==> config.mk <==
export PLATFORM = sky130hd
export DESIGN_NAME = ps2_scancode_to_ascii_fifo_unit
export DESIGN_NICKNAME = d
export VERILOG_FILES = /design/src/rtl/core/ps2sa_pkg.sv /design/src/rtl/core/ps2sa_decode.sv /design/src/rtl/core/ps2_scancode_to_ascii_fifo_unit.sv
export SDC_FILE = /design/constraint.sdc
export NUM_CORES = 1
export LEC_CHECK = 0
export BUFFER_PORTS_ARGS = -buffer_cell sky130_fd_sc_hd__buf_2
export CORE_MARGIN = 2
export CORE_UTILIZATION = 51
export CTS_BUF_LIST = sky130_fd_sc_hd__clkbuf_8
export DETAILED_ROUTE_END_ITERATION = 16
export PLACE_DENSITY_LB_ADDON = 0.2
export SLEW_MARGIN = 20
export SYNTH_ARGS = -nofsm -noshare
export SYNTH_HDL_FRONTEND = slang
export SYNTH_SLANG_ARGS = --single-unit
export TNS_END_PERCENT = 30
==> constraint.sdc <==
create_clock -name clk_i -period 13.01 [get_ports clk_i]
set_clock_uncertainty 0.2 [all_clocks]
set_input_delay 0 -clock clk_i [delete_from_list [all_inputs] [get_ports clk_i]]
set_output_delay 0 -clock clk_i [all_outputs]
set_load 0.005 [all_outputs]
==> src/rtl/core/ps2sa_pkg.sv <==
`timescale 1ns / 1ps

package ps2sa_pkg;

  // Default FIFO slot count; the FIFO holds one fewer character than this
  localparam int unsigned FifoDepthDefault = 64;

  // Command codes
  typedef enum logic [1:0] {
    CMD_SCAN  = 2'd0,
    CMD_POP   = 2'd1,
    CMD_CLEAR = 2'd2,
    CMD_NONE  = 2'd3
  } cmd_e;

  // Set 1 scan codes of interest
  localparam logic [7:0] ScPrefix = 8'hE0;
  localparam logic [6:0] ScLShift = 7'h2A;
  localparam logic [6:0] ScRShift = 7'h36;
  localparam logic [6:0] ScLCtrl  = 7'h1D;
  localparam logic [6:0] ScLAlt   = 7'h38;
  localparam logic [6:0] ScCaps   = 7'h3A;
  localparam int unsigned MapLen  = 58;

  localparam logic [6:0] ChLowA = 7'h61;
  localparam logic [6:0] ChLowZ = 7'h7A;
  localparam logic [6:0] ChUpA  = 7'h41;
  localparam logic [6:0] ChUpZ  = 7'h5A;
  localparam logic [6:0] ChNone = 7'h00;

  // Key tables indexed by make code
  localparam logic [6:0] PlainMap [MapLen] = '{
    7'h00, 7'h00, 7'h31, 7'h32, 7'h33, 7'h34, 7'h35, 7'h36, 7'h37, 7'h38,
    7'h39, 7'h30, 7'h2D, 7'h3D, 7'h08, 7'h09, 7'h71, 7'h77, 7'h65, 7'h72,
    7'h74, 7'h79, 7'h75, 7'h69, 7'h6F, 7'h70, 7'h5B, 7'h5D, 7'h0A, 7'h00,
    7'h61, 7'h73, 7'h64, 7'h66, 7'h67, 7'h68, 7'h6A, 7'h6B, 7'h6C, 7'h3B,
    7'h27, 7'h60, 7'h00, 7'h5C, 7'h7A, 7'h78, 7'h63, 7'h76, 7'h62, 7'h6E,
    7'h6D, 7'h2C, 7'h2E, 7'h2F, 7'h00, 7'h2A, 7'h00, 7'h20
  };

  localparam logic [6:0] ShiftMap [MapLen] = '{
    7'h00, 7'h00, 7'h21, 7'h40, 7'h23, 7'h24, 7'h25, 7'h5E, 7'h26, 7'h2A,
    7'h28, 7'h29, 7'h5F, 7'h2B, 7'h08, 7'h09, 7'h51, 7'h57, 7'h45, 7'h52,
    7'h54, 7'h59, 7'h55, 7'h49, 7'h4F, 7'h50, 7'h7B, 7'h7D, 7'h0A, 7'h00,
    7'h41, 7'h53, 7'h44, 7'h46, 7'h47, 7'h48, 7'h4A, 7'h4B, 7'h4C, 7'h3A,
    7'h22, 7'h7E, 7'h00, 7'h7C, 7'h5A, 7'h58, 7'h43, 7'h56, 7'h42, 7'h4E,
    7'h4D, 7'h3C, 7'h3E, 7'h3F, 7'h00, 7'h2A, 7'h00, 7'h20
  };

  // Keyboard modifier state
  typedef struct packed {
    logic shift;
    logic ctrl;
    logic alt;
    logic caps;
    logic prefix;
  } mods_t;

  // Input word
  typedef struct packed {
    logic [1:0] cmd;
    logic [7:0] scan_byte;
  } in_word_t;

  // Result word
  typedef struct packed {
    logic [6:0] char_out;
    logic       char_valid;
    logic       key_waiting;
    logic       char_stored;
    logic       char_dropped;
    logic       shift_held;
    logic       ctrl_held;
    logic       alt_held;
    logic       caps_on;
  } out_word_t;

endpackage

==> src/rtl/core/ps2sa_decode.sv <==
`timescale 1ns / 1ps

module ps2sa_decode (
  input  logic [7:0]      scan_byte_i,
  input  ps2sa_pkg::mods_t mods_i,
  output ps2sa_pkg::mods_t mods_o,
  output logic [6:0]      char_o
);

  logic [6:0] code;
  logic [6:0] mapped;
  logic [6:0] cased;
  logic       in_map;

  assign code   = scan_byte_i[6:0];
  assign in_map = (scan_byte_i < 8'(ps2sa_pkg::MapLen));

  // Look up the plain or shifted table
  always_comb begin
    mapped = ps2sa_pkg::ChNone;
    if (in_map) begin
      mapped = mods_i.shift ? ps2sa_pkg::ShiftMap[code[5:0]]
                            : ps2sa_pkg::PlainMap[code[5:0]];
    end
  end

  // Invert letter case under caps lock, then under ctrl fold lowercase letters to control codes
  always_comb begin
    cased = mapped;
    if (mods_i.caps && (((mapped >= ps2sa_pkg::ChLowA) && (mapped <= ps2sa_pkg::ChLowZ))
        || ((mapped >= ps2sa_pkg::ChUpA) && (mapped <= ps2sa_pkg::ChUpZ)))) begin
      cased = mapped ^ 7'h20;
    end
    if (mods_i.ctrl && (cased >= ps2sa_pkg::ChLowA) && (cased <= ps2sa_pkg::ChLowZ)) begin
      cased = cased - 7'h60;
    end
  end

  // Track modifiers; only a plain make code of a character key yields a character
  always_comb begin
    mods_o = mods_i;
    char_o = ps2sa_pkg::ChNone;
    priority if (scan_byte_i == ps2sa_pkg::ScPrefix) begin
      mods_o.prefix = 1'b1;
    end else if (scan_byte_i[7]) begin
      if ((code == ps2sa_pkg::ScLShift) || (code == ps2sa_pkg::ScRShift)) begin
        mods_o.shift = 1'b0;
      end else if (code == ps2sa_pkg::ScLCtrl) begin
        mods_o.ctrl = 1'b0;
      end else if (code == ps2sa_pkg::ScLAlt) begin
        mods_o.alt = 1'b0;
      end
      mods_o.prefix = 1'b0;
    end else if (mods_i.prefix) begin
      mods_o.prefix = 1'b0;
    end else if ((code == ps2sa_pkg::ScLShift) || (code == ps2sa_pkg::ScRShift)) begin
      mods_o.shift = 1'b1;
    end else if (code == ps2sa_pkg::ScLCtrl) begin
      mods_o.ctrl = 1'b1;
    end else if (code == ps2sa_pkg::ScLAlt) begin
      mods_o.alt = 1'b1;
    end else if (code == ps2sa_pkg::ScCaps) begin
      mods_o.caps = ~mods_i.caps;
    end else begin
      char_o = cased;
    end
  end

endmodule

==> src/rtl/core/ps2_scancode_to_ascii_fifo_unit.sv <==
`timescale 1ns / 1ps
// A result word is registered and shows in the cycle after its input word is accepted.
// Throughput: one word per cycle; the result register parts the two sides, so
// a new word is taken whenever the result register is empty or being drained.
// Reset clears modifier flags, FIFO pointers and the result register; the
// character store is not cleared and is only read behind the write pointer.

module ps2_scancode_to_ascii_fifo_unit #(
  parameter int unsigned FIFO_DEPTH = ps2sa_pkg::FifoDepthDefault
) (
  input  logic                 clk_i,
  input  logic                 rst_ni,
  input  logic                 in_valid_i,
  output logic                 in_ready_o,
  input  ps2sa_pkg::in_word_t  in_data_i,
  output logic                 out_valid_o,
  input  logic                 out_ready_i,
  output ps2sa_pkg::out_word_t out_data_o
);

  localparam int unsigned IdxW = (FIFO_DEPTH > 1) ? $clog2(FIFO_DEPTH) : 1;
  localparam logic [IdxW-1:0] LastIdx = IdxW'(FIFO_DEPTH - 1);

  logic [6:0] store_q [FIFO_DEPTH];

  logic [IdxW-1:0]      rd_idx_q, rd_idx_d, wr_idx_q, wr_idx_d;
  logic [IdxW-1:0]      rd_next, wr_next;
  ps2sa_pkg::mods_t     mods_q, mods_d, mods_dec;
  ps2sa_pkg::out_word_t res_q, res_d;
  logic                 out_valid_q;
  logic [6:0]           pop_char_q;
  logic [6:0]           dec_char;
  logic                 accept;
  logic                 do_push;
  logic                 do_pop;
  logic                 fifo_full;
  logic                 fifo_empty;

  assign in_ready_o = ~out_valid_q | out_ready_i;
  assign accept     = in_valid_i & in_ready_o;

  ps2sa_decode u_decode (
    .scan_byte_i (in_data_i.scan_byte),
    .mods_i      (mods_q),
    .mods_o      (mods_dec),
    .char_o      (dec_char)
  );

  // Ring pointer arithmetic
  assign rd_next    = (rd_idx_q == LastIdx) ? '0 : rd_idx_q + 1'b1;
  assign wr_next    = (wr_idx_q == LastIdx) ? '0 : wr_idx_q + 1'b1;
  assign fifo_full  = (wr_next == rd_idx_q);
  assign fifo_empty = (rd_idx_q == wr_idx_q);

  // Apply one command to flags and pointers, and form the result word
  always_comb begin
    mods_d   = mods_q;
    rd_idx_d = rd_idx_q;
    wr_idx_d = wr_idx_q;
    do_push  = 1'b0;
    do_pop   = 1'b0;
    res_d    = '0;
    unique case (in_data_i.cmd)
      ps2sa_pkg::CMD_SCAN: begin
        mods_d = mods_dec;
        if (dec_char != ps2sa_pkg::ChNone) begin
          if (!fifo_full) begin
            do_push           = 1'b1;
            wr_idx_d          = wr_next;
            res_d.char_stored = 1'b1;
          end else begin
            res_d.char_dropped = 1'b1;
          end
        end
      end
      ps2sa_pkg::CMD_POP: begin
        if (!fifo_empty) begin
          do_pop           = 1'b1;
          rd_idx_d         = rd_next;
          res_d.char_valid = 1'b1;
        end
      end
      ps2sa_pkg::CMD_CLEAR: begin
        rd_idx_d = '0;
        wr_idx_d = '0;
      end
      ps2sa_pkg::CMD_NONE: begin
      end
      default: begin
      end
    endcase
    res_d.key_waiting = (rd_idx_d != wr_idx_d);
    res_d.shift_held  = mods_d.shift;
    res_d.ctrl_held   = mods_d.ctrl;
    res_d.alt_held    = mods_d.alt;
    res_d.caps_on     = mods_d.caps;
  end

  // Hold state and the result register
  always_ff @(posedge clk_i or negedge rst_ni) begin
    if (!rst_ni) begin
      mods_q      <= '0;
      rd_idx_q    <= '0;
      wr_idx_q    <= '0;
      out_valid_q <= 1'b0;
      res_q       <= '0;
    end else begin
      if (accept) begin
        mods_q      <= mods_d;
        rd_idx_q    <= rd_idx_d;
        wr_idx_q    <= wr_idx_d;
        res_q       <= res_d;
        out_valid_q <= 1'b1;
      end else if (out_ready_i) begin
        out_valid_q <= 1'b0;
      end
    end
  end

  // Character store: write at the tail, registered read at the head
  always_ff @(posedge clk_i) begin
    if (accept && do_push) begin
      store_q[wr_idx_q] <= dec_char;
    end
    if (accept && do_pop) begin
      pop_char_q <= store_q[rd_idx_q];
    end
  end

  // Drive the result word; the popped character shows only on a good pop
  always_comb begin
    out_data_o          = res_q;
    out_data_o.char_out = res_q.char_valid ? pop_char_q : ps2sa_pkg::ChNone;
  end

  assign out_valid_o = out_valid_q;

endmodule

==> metrics.yaml <==
logic_synthesis:
  synth_edf_count: 455
  synthArstFlopShare_pct: 4.612
  syn_area_per_cell_um2: 17.20
  syn_inst: 1231
  ys_seq_elements: 477
  synth_cell_types: 91
  synth_nets: 1264
  synth_warnings: 0
  ys.flop_type: "edfxtp_1"
  netlist_area_mm2: 0.02118
  ys_seq_area_share_pct: 67.12
critical_path:
  critPathKind: "register to register"
  path_max_fanout: 19
  start_kind: "register"
  reg2reg_depth: 17
  cp-end-kind: "register"
  timing.rr.start: "out_data_o[3]$_DFFE_PN0P_"
  reg2reg_slack_ps: 6350
  r2r-end: "store_q[5][1]$_DFFE_PP_"
  critical_path_arrival_ps: 6720
  crit_required_ps: 13080
timing:
  setup_violations: 0
  timing.hold.ws_ps: 45.52
  grt_setup_unrepaired: "false"
  tightest_slew_ps: 911.7
  finalCriticalPeriod_ps: 6657
  hold_viol_final: 0
  finalCritPeriodShare_pct: 51.17
  maxSlewViolCount: 0
  max-slew-margin-rel_pct: 38.90
  tns_ps: 0
  max_freq_ghz: 0.1502
outcome:
  outcome: "completed"
drt:
  wl_met1_um: 20650
  drc: 0
  firstDrtPassIters: 7
  drt-vias-per-instance: 6.280
  route.top_layer_used: "met4"
  antenna_left: 0
  wl_um: 48260
  drt-initial-drc-count: 1196
  dr_wl_met2_um: 22440
  met3WireLength_um: 4069
  wl_per_cell_um: 25.93
  via_count: 11688
job:
  maxCapViolCount: 0
final_layout:
  fin_util_pct: 56.74
  area_growth_pct: 9.661
  antenna_cells: 0
  num-nets-final: 1310
  final-instance-count-excl-fill: 1861
  drive_gt1_share_pct: 23.93
cts:
  insertion_delay_ps: 640
  root_buffer: "clkbuf_8"
  clk_transition_reported_paths_ps: 60
  ctsResizeCount: 0
  numCtsBuffers: 75
  numClockSinks: 477
  cts_tree: "yes"
  htreeDepth: 3
  clockBufferDepth: 3
pwr:
  finalPower_mw: 3.524
  powerDensity_mw_per_mm2: 151.8
  power.leakage_nw: 7.414
  irDropWorstVdd_uv: 129.6
global_routing:
  grt_max_degree: 66
  grt.overflow.total: 0
  grt_use_total_pct: 22.71
  grt_pass1_vias: 11461
  grt_pass1_wl_um: 72910
  antenna_found_initial: 1
die:
  core_area_mm2: 0.04092
  rows: 74
  die_x_um: 207.8
  die_y_um: 207.8
  start_util_pct: 51.74
  ios: 31
  die-area_mm2: 0.04317
placement:
  gp_congestion: 0.9319
  dp_hpwl_um: 28810
  io_buffers: 30
  dp.cells: 1717
min_path:
  holdPathStages: 3
  worstHoldStart: "in_data_i[7]"
  hold_path_class: "input port to register"
  worstHoldEndpoint: "out_data_o[1]$_DFFE_PN0P_"
[registers in the layout, summed over array words and instances, names as in the netlist]
| register | flops |
|---|---|
| out_data_o | 8 |
| out_valid_o | 1 |
| mods_q | 1 |
| rd_idx_q | 6 |
| pop_char_q | 7 |
| store_q | 448 |
| wr_idx_q | 6 |
[stage by stage]
stage,worst slack [ps],area [µm²]
6_report,6353,23220
5_1_grt,5979,23220
4_1_cts,6408,23220
3_5_place_dp,6191,21760
3_3_place_gp,6394,21760
2_1_floorplan,7519,21180
[area by class of cell]
cell class | instances | area, µm²
Clock buffer | 79 | 1087
Clock inverter | 50 | 216.5
Fill cell | 3135 | 17700
Inverter | 15 | 56.30
Multi-Input combinational cell | 648 | 6550
Sequential cell | 477 | 14220
Tap cell | 532 | 665.6
Timing Repair Buffer | 60 | 422.9
[cells in the mapped netlist, types with 9 or more instances]
| cell type | n | area (µm²) |
|---|---|---|
| nor2_1 | 104 | 390.4 |
| inv_1 | 14 | 52.55 |
| xnor2_1 | 10 | 87.58 |
| ha_1 | 19 | 237.7 |
| buf_2 | 14 | 70.07 |
| buf_1 | 16 | 60.06 |
| nand3_1 | 20 | 100.1 |
| nand2b_1 | 20 | 125.1 |
| a21oi_1 | 28 | 140.1 |
| o21ai_0 | 29 | 145.1 |
| nor3_1 | 13 | 65.06 |
| nor2b_1 | 13 | 81.33 |
| mux4_2 | 151 | 3401 |
| dfrtp_1 | 22 | 550.5 |
| a22o_1 | 9 | 78.83 |
| nand2_1 | 63 | 236.5 |
| clkbuf_1 | 50 | 187.7 |
| and2_1 | 14 | 87.58 |
| edfxtp_1 | 455 | 13660 |
[worst max path at each step]
stage                                      to  slack (ps)                       from
global placement     store_q[39][0]$_DFFE_PP_        6390               in_data_i[1]
CTS                  store_q[39][3]$_DFFE_PP_        6410  out_data_o[3]$_DFFE_PN0P_
global route          store_q[5][1]$_DFFE_PP_        5980  out_data_o[3]$_DFFE_PN0P_
detailed placement   store_q[39][3]$_DFFE_PP_        6190               in_data_i[1]
finish                store_q[5][1]$_DFFE_PP_        6350  out_data_o[3]$_DFFE_PN0P_
floorplan           out_data_o[4]$_DFFE_PN0P_        7520               in_data_i[1]
[report_power, final]
part	total, mW	internal [mW]	switching (mW)	leakage, nW
registers	1.77	1.69	0.0830	4.48
clock network	1.12	0.559	0.563	0.758
logic	0.630	0.322	0.308	2.17
[per-layer routing]
| metal | vias up | global-route usage (%) |
|---|---|---|
| met1 | 6044 | 33.26 |
| met3 | 77 | 5.477 |
| met2 | 513 | 34.15 |
| met5 | - | 0 |
| li1 | 5054 | - |
| met4 | 0 | 6.921 |
[cells by family (layout without fill, tap and decap cells)]
group / after synthesis / after routing / synth area share (%)
fa+ha+maj: 19 / 19 / 1.123
buf+inv: 106 / 204 / 2.180
mux: 158 / 158 / 16.41
compound gates: 145 / 145 / 5.094
simple gates: 308 / 308 / 7.321
xor+xnor: 18 / 18 / 0.7445
flops: 477 / 477 / 67.12
[placed cells by master, fill, tap and decap left out, types with 27 or more instances in the layout]
cell type and n:
edfxtp_1 455, mux4_2 151, nor2_1 99, clkbuf_8 79, nand2_1 63, inv_1 41, buf_2 30, o21ai_0 29
a21oi_1 27
[repair_timing]
action	4_1_cts	5_1_grt
hold buffers	15	0
endpoints found under the hold margin	44	0
buffers inserted	0	0
[critical path, cell delays in order (launching register included)]
cell and delay [ps]:
dfrtp_1 630, or3_1 540, o32ai_2 390, o22ai_1 130, a221oi_2 370, o22a_1 280
nor2_1 80, xnor2_1 130, ha_1 210, and2_1 180, nand4_1 110, o22ai_1 120
nor4_1 320, a211oi_2 100, a211o_1 530, nor2_1 320, nand4b_1 760, nor2_1 900
Note: power is estimated with default switching activity, not from simulation.
